<file path="src/rtl/dcsm_pkg.sv">
package dcsm_pkg;

   localparam int unsigned VALUE_WIDTH     = 16;
   localparam int unsigned TIME_WIDTH      = 32;
   localparam int unsigned HISTORY_MAX     = 16;
   localparam int unsigned BUTTON_MAX      = 16;
   localparam int unsigned COUNT_WIDTH     = 5;
   localparam int unsigned DWELL_WIDTH     = 16;
   localparam int unsigned CSR_INDEX_WIDTH = 2;
   localparam int unsigned CSR_DATA_WIDTH  = 16;

   typedef enum logic [1:0] {
      OP_PLANNER  = 2'd0,
      OP_TRACKER  = 2'd1,
      OP_JOYSTICK = 2'd2,
      OP_TICK     = 2'd3
   } opcode_type;

   typedef enum logic [1:0] {
      KIND_STOP      = 2'd0,
      KIND_DRIVE     = 2'd1,
      KIND_LOW_LEVEL = 2'd2
   } kind_type;

   typedef enum logic [2:0] {
      MODE_AUTO   = 3'b001,
      MODE_ARMING = 3'b010,
      MODE_JOY    = 3'b100
   } mode_type;

   localparam logic [CSR_INDEX_WIDTH-1:0] CSR_TOGGLE_BUTTON = 2'd0;
   localparam logic [CSR_INDEX_WIDTH-1:0] CSR_STOP_DWELL    = 2'd1;
   localparam logic [CSR_INDEX_WIDTH-1:0] CSR_STABILITY     = 2'd2;

   localparam logic signed [COUNT_WIDTH-1:0] TOGGLE_BUTTON_RESET = 5'sd5;
   localparam logic [DWELL_WIDTH-1:0]        STOP_DWELL_RESET    = 16'd300;
   localparam logic [COUNT_WIDTH-1:0]        STABILITY_RESET     = 5'd5;

   typedef struct packed {
      opcode_type                    opcode;
      logic [TIME_WIDTH-1:0]         time_ms;
      logic signed [VALUE_WIDTH-1:0] first_value;
      logic signed [VALUE_WIDTH-1:0] second_value;
      logic                          solver_ok;
      logic [BUTTON_MAX-1:0]         buttons;
      logic [COUNT_WIDTH-1:0]        button_count;
      logic                          trailing;
   } req_item_type;

   typedef struct packed {
      kind_type                      command_kind;
      logic signed [VALUE_WIDTH-1:0] out_first;
      logic signed [VALUE_WIDTH-1:0] out_second;
   } rsp_item_type;

endpackage

</file>
<file path="src/rtl/dcsm_in_stage.sv">
module dcsm_in_stage
   import dcsm_pkg::*;
(
   input  logic         clock,
   input  logic         reset,
   input  logic         req_valid,
   output logic         req_stall,
   input  req_item_type req_item,
   input  logic         out_busy,
   output logic         go,
   output req_item_type item
);

   logic         valid_ff;
   logic         valid_in;
   req_item_type item_ff;
   logic         accept;

   // advance the held transaction whenever the result register can take it
   assign go        = valid_ff && !out_busy;
   assign req_stall = valid_ff && !go;
   assign accept    = req_valid && !req_stall;
   assign item      = item_ff;

   always_comb begin
      valid_in = valid_ff;
      if (accept) begin
         valid_in = 1'b1;
      end else if (go) begin
         valid_in = 1'b0;
      end
   end

   always_ff @(posedge clock) begin
      if (reset) begin
         valid_ff <= 1'b0;
      end else begin
         valid_ff <= valid_in;
      end
   end

   always_ff @(posedge clock) begin
      if (accept) begin
         item_ff <= req_item;
      end
   end

endmodule

</file>
<file path="src/rtl/dcsm_core.sv">
module dcsm_core
   import dcsm_pkg::*;
(
   input  logic                       clock,
   input  logic                       reset,
   input  logic                       csr_write_enable,
   input  logic [CSR_INDEX_WIDTH-1:0] csr_index,
   input  logic [CSR_DATA_WIDTH-1:0]  csr_write_data,
   input  logic                       go,
   input  req_item_type               item,
   output logic                       res_valid,
   output rsp_item_type               res
);

   logic signed [COUNT_WIDTH-1:0] toggle_button_ff;
   logic [DWELL_WIDTH-1:0]        stop_dwell_ff;
   logic [COUNT_WIDTH-1:0]        stability_ff;

   mode_type                      mode_ff, mode_in;
   logic [TIME_WIDTH-1:0]         deadline_ff, deadline_in;
   logic [HISTORY_MAX-1:0]        history_ff, history_in;
   logic [COUNT_WIDTH-1:0]        count_ff, count_in;
   logic                          planner_seen_ff, planner_seen_in;
   logic [VALUE_WIDTH-1:0]        duty_ff, duty_in;
   logic [VALUE_WIDTH-1:0]        servo_ff, servo_in;
   logic                          tracker_seen_ff, tracker_seen_in;
   logic [VALUE_WIDTH-1:0]        steer_ff, steer_in;
   logic [VALUE_WIDTH-1:0]        speed_ff, speed_in;
   logic                          joy_seen_ff, joy_seen_in;
   logic [BUTTON_MAX-1:0]         prev_buttons_ff, prev_buttons_in;
   logic [COUNT_WIDTH-1:0]        prev_count_ff, prev_count_in;

   logic [COUNT_WIDTH-1:0]        eff_length;
   logic [HISTORY_MAX-1:0]        hist_mask;
   logic                          stable;
   logic [COUNT_WIDTH-1:0]        count_step;
   logic                          cur_pressed;
   logic                          prv_pressed;
   logic [TIME_WIDTH-1:0]         elapsed;

   function automatic logic button_hit(input logic [BUTTON_MAX-1:0] bits,
                                       input logic [COUNT_WIDTH-1:0] count,
                                       input logic signed [COUNT_WIDTH-1:0] idx);
      logic [COUNT_WIDTH-1:0] cnt_sat;
      logic [3:0]             pos;
      cnt_sat = (count > COUNT_WIDTH'(BUTTON_MAX)) ? COUNT_WIDTH'(BUTTON_MAX) : count;
      pos     = idx[3:0];
      return !idx[COUNT_WIDTH-1] && ({1'b0, pos} < cnt_sat) && bits[pos];
   endfunction

   assign eff_length = (stability_ff > COUNT_WIDTH'(HISTORY_MAX)) ?
                       COUNT_WIDTH'(HISTORY_MAX) : stability_ff;
   assign hist_mask  = HISTORY_MAX'(({{HISTORY_MAX{1'b0}}, 1'b1} << count_ff)
                       - {{HISTORY_MAX{1'b0}}, 1'b1});
   assign stable     = planner_seen_ff && (count_ff >= eff_length)
                       && ((history_ff & hist_mask) == hist_mask);
   assign count_step = (count_ff < COUNT_WIDTH'(HISTORY_MAX)) ?
                       count_ff + COUNT_WIDTH'(1) : count_ff;
   assign cur_pressed = button_hit(item.buttons, item.button_count, toggle_button_ff);
   assign prv_pressed = button_hit(prev_buttons_ff, prev_count_ff, toggle_button_ff);
   // wrap-aware: still inside the dwell while this difference is negative
   assign elapsed    = item.time_ms - deadline_ff;

   always_comb begin
      mode_in         = mode_ff;
      deadline_in     = deadline_ff;
      history_in      = history_ff;
      count_in        = count_ff;
      planner_seen_in = planner_seen_ff;
      duty_in         = duty_ff;
      servo_in        = servo_ff;
      tracker_seen_in = tracker_seen_ff;
      steer_in        = steer_ff;
      speed_in        = speed_ff;
      joy_seen_in     = joy_seen_ff;
      prev_buttons_in = prev_buttons_ff;
      prev_count_in   = prev_count_ff;
      res_valid       = 1'b0;
      res.command_kind = KIND_STOP;
      res.out_first    = '0;
      res.out_second   = '0;
      if (go) begin
         unique case (item.opcode)
            OP_PLANNER: begin
               duty_in         = item.first_value;
               servo_in        = item.second_value;
               planner_seen_in = 1'b1;
               history_in      = {history_ff[HISTORY_MAX-2:0], item.solver_ok};
               // drop the oldest entry when the window is over length
               count_in = (count_step > eff_length) ? count_step - COUNT_WIDTH'(1)
                                                    : count_step;
            end
            OP_TRACKER: begin
               steer_in        = item.first_value;
               speed_in        = item.second_value;
               tracker_seen_in = 1'b1;
            end
            OP_JOYSTICK: begin
               if (joy_seen_ff && cur_pressed && !prv_pressed) begin
                  if (mode_ff == MODE_JOY || mode_ff == MODE_ARMING) begin
                     mode_in = MODE_AUTO;
                  end else begin
                     mode_in     = MODE_ARMING;
                     deadline_in = item.time_ms + TIME_WIDTH'(stop_dwell_ff);
                  end
               end
               joy_seen_in     = 1'b1;
               prev_buttons_in = item.buttons;
               prev_count_in   = item.button_count;
            end
            OP_TICK: begin
               unique case (mode_ff)
                  MODE_ARMING: begin
                     if (elapsed[TIME_WIDTH-1]) begin
                        res_valid = 1'b1;
                     end else begin
                        mode_in = MODE_JOY;
                     end
                  end
                  MODE_JOY: begin
                     res_valid = 1'b0;
                  end
                  default: begin
                     if (!item.trailing && stable) begin
                        res_valid        = 1'b1;
                        res.command_kind = KIND_LOW_LEVEL;
                        res.out_first    = duty_ff;
                        res.out_second   = servo_ff;
                     end else if (tracker_seen_ff) begin
                        res_valid        = 1'b1;
                        res.command_kind = KIND_DRIVE;
                        res.out_first    = steer_ff;
                        res.out_second   = speed_ff;
                     end
                  end
               endcase
            end
            default: begin
               res_valid = 1'b0;
            end
         endcase
      end
   end

   always_ff @(posedge clock) begin
      if (reset) begin
         toggle_button_ff <= TOGGLE_BUTTON_RESET;
         stop_dwell_ff    <= STOP_DWELL_RESET;
         stability_ff     <= STABILITY_RESET;
      end else if (csr_write_enable) begin
         unique case (csr_index)
            CSR_TOGGLE_BUTTON: toggle_button_ff <= csr_write_data[COUNT_WIDTH-1:0];
            CSR_STOP_DWELL:    stop_dwell_ff    <= csr_write_data[DWELL_WIDTH-1:0];
            CSR_STABILITY:     stability_ff     <= csr_write_data[COUNT_WIDTH-1:0];
            default:           stability_ff     <= stability_ff;
         endcase
      end
   end

   always_ff @(posedge clock) begin
      if (reset) begin
         mode_ff         <= MODE_AUTO;
         history_ff      <= '0;
         count_ff        <= '0;
         planner_seen_ff <= 1'b0;
         tracker_seen_ff <= 1'b0;
         joy_seen_ff     <= 1'b0;
      end else begin
         mode_ff         <= mode_in;
         history_ff      <= history_in;
         count_ff        <= count_in;
         planner_seen_ff <= planner_seen_in;
         tracker_seen_ff <= tracker_seen_in;
         joy_seen_ff     <= joy_seen_in;
      end
   end

   always_ff @(posedge clock) begin
      deadline_ff     <= deadline_in;
      duty_ff         <= duty_in;
      servo_ff        <= servo_in;
      steer_ff        <= steer_in;
      speed_ff        <= speed_in;
      prev_buttons_ff <= prev_buttons_in;
      prev_count_ff   <= prev_count_in;
   end

   a_result_only_on_tick: assert property (@(posedge clock) disable iff (reset)
      res_valid |-> (go && item.opcode == OP_TICK))
      else $error("result produced for a non-tick transaction");

   a_low_level_needs_planner: assert property (@(posedge clock) disable iff (reset)
      (res_valid && res.command_kind == KIND_LOW_LEVEL) |-> planner_seen_ff)
      else $error("planner command issued before any planner sample");

   a_joy_from_arming: assert property (@(posedge clock) disable iff (reset)
      $rose(mode_ff == MODE_JOY) |-> $past(mode_ff == MODE_ARMING))
      else $error("joystick mode entered without stop dwell");

   a_count_bounded: assert property (@(posedge clock) disable iff (reset)
      (go && item.opcode == OP_PLANNER) |=> (count_ff <= COUNT_WIDTH'(HISTORY_MAX)))
      else $error("history count out of range");

endmodule

</file>
<file path="src/rtl/dcsm_out_stage.sv">
module dcsm_out_stage
   import dcsm_pkg::*;
(
   input  logic         clock,
   input  logic         reset,
   input  logic         go,
   input  logic         res_valid,
   input  rsp_item_type res,
   output logic         rsp_valid,
   input  logic         rsp_stall,
   output rsp_item_type rsp_item,
   output logic         out_busy
);

   logic         valid_ff;
   logic         valid_in;
   rsp_item_type item_ff;
   logic         load;

   assign load      = go && res_valid;
   assign out_busy  = valid_ff && rsp_stall;
   assign rsp_valid = valid_ff;
   assign rsp_item  = item_ff;

   always_comb begin
      valid_in = valid_ff;
      if (load) begin
         valid_in = 1'b1;
      end else if (!rsp_stall) begin
         valid_in = 1'b0;
      end
   end

   always_ff @(posedge clock) begin
      if (reset) begin
         valid_ff <= 1'b0;
      end else begin
         valid_ff <= valid_in;
      end
   end

   always_ff @(posedge clock) begin
      if (load) begin
         item_ff <= res;
      end
   end

endmodule

</file>
<file path="src/rtl/drive_command_source_mux_unit.sv">
// Drive command source mux: picks which drive command, if any, goes out on each
// loop tick (opcode 3) from the latest planner and tracker samples, with a
// joystick button toggling between auto and a stop-dwell/joystick mode. Planner,
// tracker and joystick transactions only update state and produce no response.
// One transaction is accepted per cycle while req_stall is low; each passes an
// input register, combinational selection logic and a result register that
// drives rsp_valid, and the response is taken on a clock edge with rsp_stall low.
// req_stall rises only while both registers are held by a stalled response.
// Configuration writes must be issued while idle.
module drive_command_source_mux_unit
   import dcsm_pkg::*;
(
   input  logic                          clock,
   input  logic                          reset,
   input  logic                          csr_write_enable,
   input  logic [CSR_INDEX_WIDTH-1:0]    csr_index,
   input  logic [CSR_DATA_WIDTH-1:0]     csr_write_data,
   input  logic                          req_valid,
   output logic                          req_stall,
   input  logic [1:0]                    req_opcode,
   input  logic [TIME_WIDTH-1:0]         req_time_ms,
   input  logic signed [VALUE_WIDTH-1:0] req_first_value,
   input  logic signed [VALUE_WIDTH-1:0] req_second_value,
   input  logic                          req_solver_ok,
   input  logic [BUTTON_MAX-1:0]         req_buttons,
   input  logic [COUNT_WIDTH-1:0]        req_button_count,
   input  logic                          req_trailing,
   output logic                          rsp_valid,
   input  logic                          rsp_stall,
   output logic [1:0]                    rsp_command_kind,
   output logic signed [VALUE_WIDTH-1:0] rsp_out_first,
   output logic signed [VALUE_WIDTH-1:0] rsp_out_second
);

   req_item_type req_item;
   req_item_type item;
   rsp_item_type res;
   rsp_item_type rsp_item;
   logic         go;
   logic         out_busy;
   logic         res_valid;

   assign req_item.opcode       = opcode_type'(req_opcode);
   assign req_item.time_ms      = req_time_ms;
   assign req_item.first_value  = req_first_value;
   assign req_item.second_value = req_second_value;
   assign req_item.solver_ok    = req_solver_ok;
   assign req_item.buttons      = req_buttons;
   assign req_item.button_count = req_button_count;
   assign req_item.trailing     = req_trailing;

   assign rsp_command_kind = rsp_item.command_kind;
   assign rsp_out_first    = rsp_item.out_first;
   assign rsp_out_second   = rsp_item.out_second;

   dcsm_in_stage u_in_stage (
      .clock     (clock),
      .reset     (reset),
      .req_valid (req_valid),
      .req_stall (req_stall),
      .req_item  (req_item),
      .out_busy  (out_busy),
      .go        (go),
      .item      (item)
   );

   dcsm_core u_core (
      .clock            (clock),
      .reset            (reset),
      .csr_write_enable (csr_write_enable),
      .csr_index        (csr_index),
      .csr_write_data   (csr_write_data),
      .go               (go),
      .item             (item),
      .res_valid        (res_valid),
      .res              (res)
   );

   dcsm_out_stage u_out_stage (
      .clock     (clock),
      .reset     (reset),
      .go        (go),
      .res_valid (res_valid),
      .res       (res),
      .rsp_valid (rsp_valid),
      .rsp_stall (rsp_stall),
      .rsp_item  (rsp_item),
      .out_busy  (out_busy)
   );

endmodule

</file>
<file path="config.mk">
export PLATFORM = sky130hd
export DESIGN_NAME = drive_command_source_mux_unit
export DESIGN_NICKNAME = d
export VERILOG_FILES = /design/src/rtl/dcsm_pkg.sv /design/src/rtl/dcsm_in_stage.sv /design/src/rtl/dcsm_core.sv /design/src/rtl/dcsm_out_stage.sv /design/src/rtl/drive_command_source_mux_unit.sv
export SDC_FILE = /design/constraint.sdc
export NUM_CORES = 1
export LEC_CHECK = 0
export BUFFER_PORTS_ARGS = -buffer_cell sky130_fd_sc_hd__buf_2
export CAP_MARGIN = 20
export CORE_UTILIZATION = 50
export CTS_CLUSTER_SIZE = 8
export DETAILED_ROUTE_END_ITERATION = 10
export HOLD_SLACK_MARGIN = 0.03
export PLACE_DENSITY = 0.73
export REMOVE_ABC_BUFFERS = 1
export SLEW_MARGIN = 20
export SYNTH_ARGS = -nofsm -noshare
export SYNTH_HDL_FRONTEND = slang
export SYNTH_SLANG_ARGS = --single-unit
</file>
<file path="constraint.sdc">
create_clock -name clock -period 7.15 [get_ports clock]
set_input_delay 0.715 -clock clock [delete_from_list [all_inputs] [get_ports clock]]
set_output_delay 0.715 -clock clock [all_outputs]
set_load 0.02 [all_outputs]
</file>
==> results_dict.tcl <==
set metrics [dict create \
    status "complete, no violations" \
    cp_top_family "simple AND/OR/NAND/NOR gates" \
    cts_root_buffer "clkbuf_16" \
    synthFlopType "edfxtp_1" \
    grt_max_degree 76 \
    cts_tree "done" \
    hp-class "in2reg" \
    track_usage_pct 19.82 \
    wl_per_cell_um 17.13 \
    fin_tns_setup_ps 0 \
    first_iter_violations 519 \
    drc 0 \
    start_util_pct 51.17 \
    cts_setup_buffers 0 \
    seq_area_frac_synth_pct 64.11 \
    drv_slew 0 \
    antennaDiodeCount 0 \
    die_x_um 163.0 \
    finalClockSkew_ps 14.41 \
    worstSetupEndpointType "register" \
    crit_path_start_kind "register" \
    fill_cells 1986 \
    cts_buffer_depth 3 \
    postSynthAreaPerCell_um2 13.44 \
    htreeDepth 2 \
    hold_buffers 0 \
    synthArstFlopShare_pct 0 \
    min_period_over_period_pct 61.46 \
    min_period_ps 4394 \
    drive_above_1_share_pct 20.57 \
    nNetsFinal 1313 \
    routabilityCongestion 0.8407 \
    row_count 58 \
    final_common_cell "edfxtp_1" \
    crit_chain "nor2_1 -> nand3_1 -> ha_1 -> or4b_4 -> a22oi_4 -> nand2_2 -> xnor2_2 -> o2111ai_2 -> nor4_4 -> nor3_1 -> nor2_4" \
    chipHeight_um 163.0 \
    drv_cap 0 \
    ioPinCount 148 \
    die-area_um2 26570 \
    numPortBuffers 147 \
    vias 8073 \
    p_leak_nw 5.747 \
    powerDensity_nw_per_um2 262.6 \
    cpPeakStageDelay_ps 780 \
    core_area_um2 25330 \
    finalSetupViolCount 0 \
    dp_hpwl_um 17070 \
    vias_per_cell 5.411 \
    critPathSlowestCell "nor2_4" \
    grt_setup_unrepaired "false" \
    worstSkewPairLatency_ps 520 \
    drtPass1Iterations 4 \
    synth_edf_count 240 \
    cts_made_buffers 42 \
    clk_pin_slew_worst_paths_ps 50 \
    antenna_left 0 \
    tightest_slew_ps 1040 \
    cp.arrival_ps 4520 \
    final_cell_mix "240 x edfxtp_1, 147 x buf_2, 104 x nand2_1" \
    routed_wl_um 25560 \
    path_class "reg2reg" \
    grt_pass1_vias 8044 \
    required_ps 7280 \
    hold_viol 0 \
    ys_types 79 \
    netlist_area_um2 12960 \
    grt_overflow_total 0 \
    utilization_pct 60.06 \
    grt_pass1_wl_um 40880 \
    antenna_found_initial 1 \
    synth_cells 964 \
    yosysWarnings 0 \
    relSlewSlack_pct 30.54 \
    crit_fanout 34 \
    cts-resized-gates 0 \
    max_freq_mhz 227.6 \
    area_growth_pct 17.39 \
    ir_drop_mv 0.1997 \
    critPathBufInv 0 \
    synth_seq_cells 295 \
    cts.sinks 295 \
]
## cell type report
type / instances / area (µm²) / share of cell area (%)
clock inverter: 3 / 33.78 / 0.2221
clock buffer: 73 / 1167 / 7.674
timing repair buffer: 154 / 788.3 / 5.182
multi-input combinational: 582 / 4295 / 28.24
sequential: 295 / 8308 / 54.61
inverter: 55 / 206.4 / 1.357
tap: 330 / 412.9 / 2.714
## routing by layer
layer / wire length, µm / track usage (%)
met5: 13 / 0
met4: 604 / 6.415
met3: 1385 / 3.845
met2: 12130 / 33.38
met1: 11430 / 25.72
## stage by stage
stage	hold WS [ps]	worst slack [ps]	total power [mW]	instance area, µm²	std cells
3_5_place_dp	429.6	2650	2.245	14010	1416
2_1_floorplan	420.7	1681	2.150	12770	932
6_report	369.5	2756	3.994	15210	1492
4_1_cts	345.6	2626	4.043	15210	1492
3_3_place_gp	422.9	2762	2.237	14010	1416
5_1_grt	348.6	2242	4.150	15210	1492
## flip-flops by register name (all words and copies together), names as in the netlist, 16 cells and up
register	flops
u_out_stage.rsp_item	34
u_core.deadline_ff	32
u_in_stage.item	89
u_core.duty_ff	16
u_core.history_ff	16
u_core.servo_ff	16
u_core.steer_ff	16
u_core.stop_dwell_ff	16
u_core.prev_buttons_ff	16
u_core.speed_ff	16
## cell usage after synthesis (9+ instances only)
cell,number,area [µm²]
inv_1,54,202.7
nor2b_1,13,81.33
nor2_1,47,176.4
mux2i_1,15,150.1
o21ai_0,17,85.08
buf_2,9,45.04
a21oi_1,58,290.3
edfxtp_1,240,7207
xor2_1,13,113.9
dfxtp_1,55,1101
xnor2_1,28,245.2
a21o_1,10,75.07
nand4_1,9,56.30
ha_1,70,875.8
a22o_1,33,289.0
nand2_1,104,390.4
nand2b_1,11,68.82
clkbuf_1,14,52.55
nand3_1,18,90.09
mux4_2,10,225.2
o21a_1,9,67.56
## path summary, 6_finish.rpt
path                                     startpoint                        end  slack (ps)  cells after the start
worst max-delay path             u_core.count_ff[3]    u_out_stage.rsp_item[7]        2760                     11
worst min-delay path                req_time_ms[25]        u_in_stage.item[80]         370                      1
worst max register to register   u_core.count_ff[3]    u_out_stage.rsp_item[7]        2760                     11
worst min register to register  u_in_stage.item[13]  u_core.prev_buttons_ff[7]         440                      0
## cell families after synthesis
logic type                 count (synthesis)  synth area share [%]
xor gates and xnor gates                  42                 2.897
DFF                                      295                 64.11
AOI/OAI and AO/OA                        177                 9.453
adders and majority gates                 71                 6.913
buffers and inverters                     87                 3.012
and+or+nand+nor                          265                 10.54
muxes                                     27                 3.070
## report_power, final
group          leakage (nW)  switching, mW  internal (mW)
Combinational          2.56          0.133          0.112
Clock                 0.570          0.683           1.10
Sequential             2.62         0.0391           1.93
Total                  5.75          0.855           3.14
(Power assumes the default switching activity.)
